<file path="src/rtl/bls_pkg.sv">
package bls_pkg;

  localparam int NUM_LANES  = 4;
  localparam int CFG_IDX_W  = 3;
  localparam int CFG_DATA_W = 16;

  // Configuration register indexes.
  localparam logic [CFG_IDX_W-1:0] CFG_LIGHT_ENABLE  = 3'd0;
  localparam logic [CFG_IDX_W-1:0] CFG_CENTER_X      = 3'd1;
  localparam logic [CFG_IDX_W-1:0] CFG_CENTER_Y      = 3'd2;
  localparam logic [CFG_IDX_W-1:0] CFG_CENTER_Z      = 3'd3;
  localparam logic [CFG_IDX_W-1:0] CFG_LIGHT_RANGE   = 3'd4;
  localparam logic [CFG_IDX_W-1:0] CFG_AMBIENT_LEVEL = 3'd5;

  localparam logic [15:0] DEF_CENTER     = 16'h6000;
  localparam logic [14:0] DEF_RANGE      = 15'h0100;
  localparam logic [15:0] FALLOFF_SPAN   = 16'h0080;
  localparam logic [7:0]  CLAMP_MAX      = 8'h80;
  localparam logic [7:0]  FLAT_LOW_LIMIT = 8'h60;
  localparam logic [7:0]  FLAT_LOW_RED   = 8'h60;
  localparam logic [31:0] BLUE_FIXED     = 32'h0080_0000;
  localparam logic [31:0] TEX_BIT        = 32'h0200_0000;
  localparam logic [31:0] CODE_TRI       = 32'h3400_0000;
  localparam logic [31:0] CODE_QUAD      = 32'h3C00_0000;
  localparam logic [31:0] TEX_HIGH       = 32'hFF00_0000;

  localparam logic [3:0] PW_LIT_TRI   = 4'd9;
  localparam logic [3:0] PW_FLAT_TRI  = 4'd7;
  localparam logic [3:0] PW_LIT_QUAD  = 4'd12;
  localparam logic [3:0] PW_FLAT_QUAD = 4'd9;

  // Light parameters in effect, shared by all lanes.
  typedef struct packed {
    logic signed [15:0] cx;
    logic signed [15:0] cy;
    logic signed [15:0] cz;
    logic [14:0]        r;
    logic signed [15:0] rlo;
    logic signed [15:0] lo_x;
    logic signed [15:0] hi_x;
    logic signed [15:0] lo_y;
    logic signed [15:0] hi_y;
    logic signed [15:0] lo_z;
    logic signed [15:0] hi_z;
    logic [7:0]         amb;
  } light_t;

  typedef struct packed {
    logic        lit;
    logic [31:0] color_a;
    logic [31:0] color_b;
    logic [31:0] color_c;
    logic [31:0] color_d;
    logic [3:0]  packet_words;
  } result_t;

endpackage

</file>
<file path="src/rtl/box_light_vertex_shading.sv">
// Shades one triangle or quad per request against a box light. Four lanes test and
// shade the vertices side by side and a merge stage builds the gouraud or flat words.
// A new primitive is taken every cycle while in_stall is low. It passes an input
// register in each lane, then the two chained falloff multiplies, each followed
// by a register. A stall on the result side backs up through the pipeline only once
// every stage holds a request. Configuration writes are always ready and must only
// be issued while no primitive is in flight.
module box_light_vertex_shading
  import bls_pkg::*;
(
  input  logic                  clk,
  input  logic                  rst_n,
  input  logic                  in_valid,
  output logic                  in_stall,
  input  logic                  in_mode,
  input  logic [47:0]           in_vertex_a,
  input  logic [47:0]           in_vertex_b,
  input  logic [47:0]           in_vertex_c,
  input  logic [47:0]           in_vertex_d,
  input  logic [31:0]           in_texture_word,
  output logic                  out_valid,
  input  logic                  out_stall,
  output logic                  out_lit,
  output logic [31:0]           out_color_a,
  output logic [31:0]           out_color_b,
  output logic [31:0]           out_color_c,
  output logic [31:0]           out_color_d,
  output logic [3:0]            out_packet_words,
  input  logic                  cfg_valid,
  output logic                  cfg_ready,
  input  logic [CFG_IDX_W-1:0]  cfg_index,
  input  logic [CFG_DATA_W-1:0] cfg_data
);

  logic        light_enable_r;
  logic [15:0] center_x_r, center_y_r, center_z_r;
  logic [14:0] light_range_r;
  logic [7:0]  ambient_level_r;

  logic [15:0] cx, cy, cz, rw;
  logic [14:0] r;
  logic [7:0]  amb;
  logic [23:0] flat;
  light_t      light;

  logic v1_r, v2_r, out_valid_r;
  logic adv1, adv2, adv_out;
  logic mode1_r, mode2_r;
  logic [7:0] tex1_r, tex2_r;

  logic [NUM_LANES-1:0][47:0] vtx;
  logic [NUM_LANES-1:0][7:0]  shade;
  logic [NUM_LANES-1:0]       hit;
  result_t                    res_nxt, res_r;

  assign cfg_ready = 1'b1;

  always_ff @(posedge clk) begin
    if (!rst_n) begin
      light_enable_r  <= 1'b0;
      center_x_r      <= DEF_CENTER;
      center_y_r      <= DEF_CENTER;
      center_z_r      <= DEF_CENTER;
      light_range_r   <= DEF_RANGE;
      ambient_level_r <= 8'd0;
    end else if (cfg_valid && cfg_ready) begin
      unique case (cfg_index)
        CFG_LIGHT_ENABLE:  light_enable_r  <= cfg_data[0];
        CFG_CENTER_X:      center_x_r      <= cfg_data;
        CFG_CENTER_Y:      center_y_r      <= cfg_data;
        CFG_CENTER_Z:      center_z_r      <= cfg_data;
        CFG_LIGHT_RANGE:   light_range_r   <= cfg_data[14:0];
        CFG_AMBIENT_LEVEL: ambient_level_r <= cfg_data[7:0];
        default: ;
      endcase
    end
  end

  // With the light disabled the fixed default light applies and the flat colour is black.
  assign cx  = light_enable_r ? center_x_r : DEF_CENTER;
  assign cy  = light_enable_r ? center_y_r : DEF_CENTER;
  assign cz  = light_enable_r ? center_z_r : DEF_CENTER;
  assign r   = light_enable_r ? light_range_r : DEF_RANGE;
  assign amb = light_enable_r ? ambient_level_r : 8'd0;
  assign rw  = {1'b0, r};

  always_comb begin
    if (!light_enable_r) begin
      flat = 24'd0;
    end else if (ambient_level_r < FLAT_LOW_LIMIT) begin
      flat = {FLAT_LOW_RED, ambient_level_r, ambient_level_r};
    end else begin
      flat = {ambient_level_r, ambient_level_r, ambient_level_r};
    end
  end

  // Box bounds wrap to 16 bits, so a wrapped box may contain nothing.
  always_comb begin
    light.cx   = $signed(cx);
    light.cy   = $signed(cy);
    light.cz   = $signed(cz);
    light.r    = r;
    light.rlo  = $signed(rw - FALLOFF_SPAN);
    light.lo_x = $signed(cx - rw);
    light.hi_x = $signed(cx + rw);
    light.lo_y = $signed(cy - rw);
    light.hi_y = $signed(cy + rw);
    light.lo_z = $signed(cz - rw);
    light.hi_z = $signed(cz + rw);
    light.amb  = amb;
  end

  // Each stage moves on when it is empty or the stage after it moves on.
  assign adv_out  = !out_valid_r || !out_stall;
  assign adv2     = !v2_r || adv_out;
  assign adv1     = !v1_r || adv2;
  assign in_stall = !adv1;

  always_ff @(posedge clk) begin
    if (!rst_n) begin
      v1_r        <= 1'b0;
      v2_r        <= 1'b0;
      out_valid_r <= 1'b0;
    end else begin
      if (adv1) begin
        v1_r <= in_valid;
      end
      if (adv2) begin
        v2_r <= v1_r;
      end
      if (adv_out) begin
        out_valid_r <= v2_r;
      end
    end
  end

  always_ff @(posedge clk) begin
    if (adv1) begin
      mode1_r <= in_mode;
      tex1_r  <= in_texture_word[31:24];
    end
    if (adv2) begin
      mode2_r <= mode1_r;
      tex2_r  <= tex1_r;
    end
    if (adv_out) begin
      res_r <= res_nxt;
    end
  end

  assign vtx = {in_vertex_d, in_vertex_c, in_vertex_b, in_vertex_a};

  for (genvar i = 0; i < NUM_LANES; i++) begin : g_lane
    bls_lane u_lane (
      .clk    (clk),
      .en1    (adv1),
      .en2    (adv2),
      .vertex (vtx[i]),
      .light  (light),
      .shade  (shade[i]),
      .hit    (hit[i])
    );
  end

  bls_merge u_merge (
    .mode   (mode2_r),
    .tex_hi (tex2_r),
    .flat   (flat),
    .shade  (shade),
    .hit    (hit),
    .res    (res_nxt)
  );

  assign out_valid        = out_valid_r;
  assign out_lit          = res_r.lit;
  assign out_color_a      = res_r.color_a;
  assign out_color_b      = res_r.color_b;
  assign out_color_c      = res_r.color_c;
  assign out_color_d      = res_r.color_d;
  assign out_packet_words = res_r.packet_words;

  // The input side only stalls when every pipeline stage holds a request.
  a_stall_only_full: assert property (@(posedge clk) disable iff (!rst_n)
    in_stall |-> (v1_r && v2_r && out_valid_r && out_stall))
    else $error("input stalled while the pipeline had room");

  // A flat result carries its colour in the first word only.
  a_flat_words: assert property (@(posedge clk) disable iff (!rst_n)
    (out_valid && !out_lit) |->
      (out_color_b == 32'd0 && out_color_c == 32'd0 && out_color_d == 32'd0))
    else $error("flat result with nonzero vertex colours");

  // Packet length follows the lit flag.
  a_packet_len: assert property (@(posedge clk) disable iff (!rst_n)
    (out_valid && out_lit) |->
      (out_packet_words == PW_LIT_TRI || out_packet_words == PW_LIT_QUAD))
    else $error("lit result with a flat packet length");

endmodule

</file>
<file path="src/rtl/bls_lane.sv">
module bls_lane
  import bls_pkg::*;
(
  input  logic        clk,
  input  logic        en1,
  input  logic        en2,
  input  logic [47:0] vertex,
  input  light_t      light,
  output logic [7:0]  shade,
  output logic        hit
);

  typedef struct packed {
    logic       kill;
    logic       scale;
    logic [6:0] factor;
  } fringe_t;

  function automatic logic [15:0] abs_diff(input logic signed [15:0] a,
                                           input logic signed [15:0] b);
    logic signed [16:0] d;
    d = {a[15], a} - {b[15], b};
    return d[16] ? 16'(-d) : d[15:0];
  endfunction

  // Classifies one distance against the falloff fringe of the box.
  function automatic fringe_t classify(input logic [15:0] d, input light_t lt);
    fringe_t f;
    logic [15:0] rem;
    rem = {1'b0, lt.r} - d;
    f.kill   = d > {1'b0, lt.r};
    f.scale  = !f.kill && (lt.rlo[15] || (d > $unsigned(lt.rlo)));
    f.factor = rem[6:0];
    return f;
  endfunction

  function automatic logic [7:0] scale_axis(input logic [7:0] a, input fringe_t f);
    logic [14:0] prod;
    logic [7:0]  res;
    prod = {7'd0, a} * {8'd0, f.factor};
    if (f.kill) begin
      res = 8'd0;
    end else if (f.scale) begin
      res = prod[14:7];
    end else begin
      res = a;
    end
    return res;
  endfunction

  logic signed [15:0] vx, vy, vz;
  logic [15:0]        dx, dy, dz, x_rem;
  logic               x_near, x_fringe, in_box;
  logic [7:0]         ax;

  logic [7:0] ax_r, az_r, az_nxt, ay;
  fringe_t    fz_r, fy_r, fy2_r;
  logic       inside_r, inside2_r;
  logic [8:0] sum;

  assign vx = $signed(vertex[15:0]);
  assign vy = $signed(vertex[31:16]);
  assign vz = $signed(vertex[47:32]);

  assign dx = abs_diff(vx, light.cx);
  assign dy = abs_diff(vy, light.cy);
  assign dz = abs_diff(vz, light.cz);

  assign in_box = (light.lo_x < vx) && (vx < light.hi_x) &&
                  (light.lo_y < vy) && (vy < light.hi_y) &&
                  (light.lo_z < vz) && (vz < light.hi_z);

  // Along x the full level holds inside the inner box and ramps down in the fringe.
  assign x_rem    = {1'b0, light.r} - dx;
  assign x_near   = dx < {1'b0, light.r};
  assign x_fringe = light.rlo[15] || (dx >= $unsigned(light.rlo));
  assign ax       = x_near ? (x_fringe ? x_rem[7:0] : CLAMP_MAX) : 8'd0;

  assign az_nxt = scale_axis(ax_r, fz_r);

  always_ff @(posedge clk) begin
    if (en1) begin
      ax_r     <= ax;
      fz_r     <= classify(dz, light);
      fy_r     <= classify(dy, light);
      inside_r <= in_box;
    end
    if (en2) begin
      az_r      <= az_nxt;
      fy2_r     <= fy_r;
      inside2_r <= inside_r;
    end
  end

  assign ay    = scale_axis(az_r, fy2_r);
  assign sum   = {1'b0, ay} + {1'b0, light.amb};
  assign shade = (sum > {1'b0, CLAMP_MAX}) ? CLAMP_MAX : sum[7:0];
  assign hit   = inside2_r;

endmodule

</file>
<file path="src/rtl/bls_merge.sv">
module bls_merge
  import bls_pkg::*;
(
  input  logic                      mode,
  input  logic [7:0]                tex_hi,
  input  logic [23:0]               flat,
  input  logic [NUM_LANES-1:0][7:0] shade,
  input  logic [NUM_LANES-1:0]      hit,
  output result_t                   res
);

  logic [31:0] tex;
  logic [31:0] cb;
  logic        lit;

  assign tex = {tex_hi, 24'd0};
  // The fourth lane only counts for quads.
  assign lit = hit[0] | hit[1] | hit[2] | (mode & hit[3]);
  assign cb  = (tex & TEX_BIT) | (mode ? CODE_QUAD : CODE_TRI) | BLUE_FIXED;

  always_comb begin
    res = '0;
    res.lit = lit;
    if (lit) begin
      res.color_a = cb | {16'd0, shade[0], shade[0]};
      res.color_b = cb | {16'd0, shade[1], shade[1]};
      res.color_c = cb | {16'd0, shade[2], shade[2]};
      res.color_d = mode ? (cb | {16'd0, shade[3], shade[3]}) : 32'd0;
      res.packet_words = mode ? PW_LIT_QUAD : PW_LIT_TRI;
    end else begin
      res.color_a = (tex & TEX_HIGH) | {8'd0, flat};
      res.packet_words = mode ? PW_FLAT_QUAD : PW_FLAT_TRI;
    end
  end

endmodule

</file>
<file path="config.mk">
export PLATFORM = sky130hd
export DESIGN_NAME = box_light_vertex_shading
export DESIGN_NICKNAME = d
export VERILOG_FILES = /design/src/rtl/bls_pkg.sv /design/src/rtl/box_light_vertex_shading.sv /design/src/rtl/bls_lane.sv /design/src/rtl/bls_merge.sv
export SDC_FILE = /design/constraint.sdc
export NUM_CORES = 2
export LEC_CHECK = 0
export BUFFER_PORTS_ARGS = -buffer_cell sky130_fd_sc_hd__buf_2
export CAP_MARGIN = 20
export CORE_MARGIN = 8
export CORE_UTILIZATION = 60
export CTS_CLUSTER_DIAMETER = 30
export DETAILED_ROUTE_END_ITERATION = 10
export GPL_TIMING_DRIVEN = 0
export PLACE_DENSITY = 0.8
export SYNTH_ARGS = -nofsm -noshare
export SYNTH_HDL_FRONTEND = slang
export SYNTH_HIERARCHICAL = 1
export SYNTH_SLANG_ARGS = --single-unit
</file>
<file path="constraint.sdc">
create_clock -name clk -period 8.8 [get_ports clk]
set_clock_uncertainty 0.2 [all_clocks]
set_input_delay 0.88 -clock clk [delete_from_list [all_inputs] [get_ports clk]]
set_output_delay 0.88 -clock clk [all_outputs]
set_load 0.02 [all_outputs]
</file>
After elaboration in Yosys (flattened, before gate mapping). Index checks and enable logic that the tools add are counted.

Flip-flop bits (word level): 406. Input bits: 249. Output and inout bits: 136. Logic and storage cells: 310.

Add/sub/neg operators: 47. Multiply operators: 8. Magnitude comparators: 53. Eq/ne operators: 5. Multiplexer cells: 44. Bitwise logic cells: 10. Reductions and logical operators: 68.

Operator list (number): 16-bit < comparator (24); 16-bit 2-to-1 mux (15); 16-bit by 16-bit subtractor with 17-bit output (12); 16-bit negator (12); 8-bit 2-to-1 mux (21); 16-bit by 15-bit greater-than comparator with 1-bit output (8); 16-bit greater-than comparator (8); 32-bit by 16-bit OR with 32-bit output (4); 8-bit by 7-bit multiplier with 15-bit output (8); 16-bit greater-or-equal comparator (4); 16-bit by 15-bit < comparator with 1-bit output (4); 7-bit subtractor (8); 16-bit by 15-bit adder with 16-bit output (3); 24-bit 2-to-1 mux (2); 16-bit by 15-bit subtractor with 16-bit output (3); 8-bit by 8-bit adder with 9-bit output (4); 9-bit by 8-bit greater-than comparator with 1-bit output (second input constant) (4); 32-bit 2-to-1 mux (1); 26-bit by 32-bit OR with 32-bit output (1); 32-bit by 24-bit OR with 32-bit output (1); 8-bit subtractor (4); 1-bit logical AND (28); 28-bit 2-to-1 mux (1); 2-bit AND reduction (11); other kinds (13) (44).

Logic depth before layout (Yosys ltp).
Word-level depth: 8. Depth in mapped cells: 31. Depth with buffers taken out: 30.

Hierarchy. Netlist, hierarchy kept.

Modules (own cells, without submodules): bls_lane (g_lane[3].u_lane) (times used 1, cells each 1705, area each 13910.8 sq um, seq. area each 1351.3 sq um); bls_lane (g_lane[1].u_lane) (times used 1, cells each 1709, area each 13809.5 sq um, seq. area each 1351.3 sq um); bls_lane (g_lane[2].u_lane) (times used 1, cells each 1676, area each 13789.5 sq um, seq. area each 1351.3 sq um); bls_lane (g_lane[0].u_lane) (times used 1, cells each 1689, area each 13729.4 sq um, seq. area each 1351.3 sq um); box_light_vertex_shading (times used 1, cells each 1200, area each 12245.5 sq um, seq. area each 6035.8 sq um); bls_merge (times used 1, cells each 144, area each 1098.6 sq um, seq. area each 0.0 sq um).

Least setup slack after synthesis. OpenSTA, ideal clock, no wires.

Path type: flip-flop to flip-flop. From: register light_enable_r. To: register g_lane[2].u_lane.inside_r (data pin). Library setup time: 0.167 ns. Arrival time: 5.917 ns. Required time: 8.433 ns. Path slack: 2.516 ns. Stages on the path, launching flop included: 23. Buffers on the path: 3. Clock period less this slack: 6.284 ns. Cells stage by stage: dfxtp_1 buf_2 clkbuf_1 clkbuf_1 nand2_1 inv_1 fa_1 nor2b_1 o21a_1 nor3_1 nor3_1 nor3_1 o41ai_1 xor2_1 ha_1 a2111oi_0 a21oi_1 or3_1 a2111oi_0 nand3_1 a2111oi_0 o31ai_1 a211oi_1.

RTL lines: start: declaration (RTL line box_light_vertex_shading.sv:35) `logic light_enable_r;`; start signal: assignment (RTL line box_light_vertex_shading.sv:68) `CFG_LIGHT_ENABLE: light_enable_r <= cfg_data[0];`; end signal: assignment (RTL line bls_lane.sv:86) `inside_r <= in_box;`; end: declaration (RTL line bls_lane.sv:58) `logic inside_r, inside2_r;`.

==> qor.txt <==
final setup violation count = 2
Leak = 37.4 nW
relative slew slack = 12.4%
fmax = 112 MHz
violated checks = setup timing
via count = 63075
first-pass GRT wire length = 364 mm
final hold viol count = 0
initial antenna violation count = 61
H-Tree Depth = 3
gr ovfl total = 0
clock root cell = clkbuf_16
period utilization = 101%
Post-CTS Hold Fix Bufs = 0
Worst Path Arrival = 9.20 ns
Syn Area/Cell = 8.44 um^2
layout cells sized above 1 = 8.95%
WL per Instance = 24.2 um
number of synthesized flops with an enable pin = 331
CP Class = reg -> reg
Netlist cell types = 110
Slew @ Worst Pin = 1.30 ns
min-delay src = in_mode
number of synthesized register bits = 406
largest net degree at the start of global routing = 74
area leader, netlist = ha_1
TritonCTS clock tree = built
min setup slack post-route = -0.123 ns
core area = 114000 um^2
WHS = 0.191 ns
clk buf depth = 3
DR DRC count = 0
postcts setup bufs = 0
worst ir drop on vdd = 0.000127 V
final WL = 247 mm
port bufs = 358
Worst Path Required = 9.08 ns
Iteration-0 DRC Markers = 6456
Die X = 354 um
PwrDens = 122 nW/um^2
vias in the first global route = 60187
Pre-Repair DR Iteration Count = 6
CTS Buf Count = 78
IO Pins = 385
ys async rst share = 0%
Clock Latency Late Sink = 0.67 ns
fin. max-slew vios = 0
die area = 125000 um^2
maxcap violations = 0
share of the synthesized area in the top cell type = 25.3%
type of origin of the critical path = register
synth top area cells = ha_1, edfxtp_1, fa_1
final core utilization = 66.6%
synth-to-layout area growth = 10.5%
cells after synthesis = 8123
Most used DFF post-synth = edfxtp_1
DP Wirelength = 201 mm
RePlAce Congestion = 1.06
Tmin final = 8.92 ns
Detail Route Antenna Nets = 0
mapped cell area = 68600 um^2
gr usage total = 37.8%
most frequent cells after synthesis = ha_1, inv_1, nand2_1
Max FO, Critical Path = 12
placed inst area = 72800 um^2
Die Y = 354 um
clock slew at reported path FFs = 0.06 ns
Clock Sinks = 406
FF-to-FF Start = light_enable_r
Setup crit start = light_enable_r
status = finished, violations left
top-count cell post-synth = ha_1
Hold/Removal Path Class = in -> reg
Layout Nets = 10515
Initial Utilization = 60.2%
Ys Warns = 6
Cell Rows = 124
post-route cell area = 75800 um^2
post-DR vias/cell = 6.16
CP endpoint kind = register
Seq/Total Area, Yosys = 16.7%
-- critical path: stages, from the launching register on --
cell       delay (ns)
dfxtp_1          0.50
buf_2            0.39
clkbuf_1         0.43
clkbuf_2         0.37
nand2_1          0.56
inv_4            0.50
buf_12           0.24
ha_1             0.26
or2_2            0.14
o221ai_1         0.21
a311o_1          0.48
nor2b_1          0.18
nor2_1           0.15
o22ai_1          0.12
xnor2_1          0.48
buf_4            0.29
inv_1            0.06
ha_1             0.20
nand2_1          0.06
a31oi_1          0.19
nor4_1           0.72
o21a_1           0.35
o311ai_0         0.20
or4_1            0.58
a2111oi_0        0.51
buf_1            0.26
-- layer usage --
layer	up-vias	track usage [%]	share of wire (%)
met1	30118	50.2	41
met4	36	17.4	5.4
met3	625	11.3	12
li1	29087	-	-
met5	-	0	0.088
met2	3209	56.4	41
-- final cells by class --
cell class	instances	area, um^2
timing repair buffer	391	2220
inverter	1238	4660
clock buffer	82	2000
antenna	32	80.1
multi-input combinational	6314	51600
fill	9294	38100
tap	1512	1890
clock inverter	63	808
sequential	406	11400
buffer	194	1050
-- through the flow --
| stage | setup WS (ns) | std cells | TNS, ns | total power, mW |
|---|---|---|---|---|
| floorplan | 2.52 | 8152 | 0 | 4.96 |
| global placement | -2.62 | 10022 | -8.11 | 5.80 |
| detailed placement | -0.751 | 10052 | -1.20 | 5.94 |
| CTS | 0.0532 | 10197 | 0 | 9.16 |
| global route | -0.00311 | 10212 | -0.00311 | 9.74 |
| finish | -0.123 | 10232 | -0.166 | 9.21 |
-- state kept, by name, summed over array words and instances (netlist names), 32 cells and up --
register             cells
g_lane.u_lane/fy2_r     36
out_color_d             32
out_color_c             32
out_color_b             32
out_color_a             32
g_lane.u_lane/ax_r      32
g_lane.u_lane/fy_r      36
g_lane.u_lane/az_r      32
g_lane.u_lane/fz_r      36
-- path summary, 6_finish.rpt --
path / endpoint / slack [ns] / cells past startpoint
max reg2reg: g_lane[1].u_lane/inside_r / -0.12 / 25
min: mode1_r / 0.19 / 1
max: g_lane[1].u_lane/inside_r / -0.12 / 25
min reg2reg: g_lane[2].u_lane/fy2_r[4] / 0.20 / 0
-- cell usage in the layout (no fill, tap or decap), types with 83 or more instances in the layout --
cell / count
nor2_1: 488
o21ai_0: 249
a21boi_0: 83
nor3_1: 112
ha_1: 1385
nand2b_1: 114
inv_1: 1231
a21oi_1: 459
xor2_1: 175
and2_1: 366
buf_2: 371
a21o_1: 297
o21a_1: 94
nor2b_1: 137
clkbuf_1: 96
xnor2_1: 350
nand4_1: 99
nand3_1: 102
buf_4: 84
edfxtp_1: 331
nand2_1: 559
fa_1: 258
-- kinds of logic after synthesis --
group           count (synthesis)  synth area share [%]
flops                         406                  16.7
mux                            87                  1.32
fa+ha+maj                    1643                  32.8
buf+inv                      1432                  8.31
xor+xnor                      533                  6.84
simple gates                 2268                  16.8
compound gates               1752                  17.2
other cells                     2                0.0110
-- report_power, final --
part | switching [mW] | internal, mW
Sequential | 0.240 | 2.30
Combinational | 2.06 | 1.43
Clock | 1.16 | 2.02
-- repair_timing --
action	4_1_cts	5_1_grt
gates resized for setup	6	16
setup endpoints to repair	2	5
pin swaps	0	0
No activity file was read; power rests on OpenSTA's default activity.
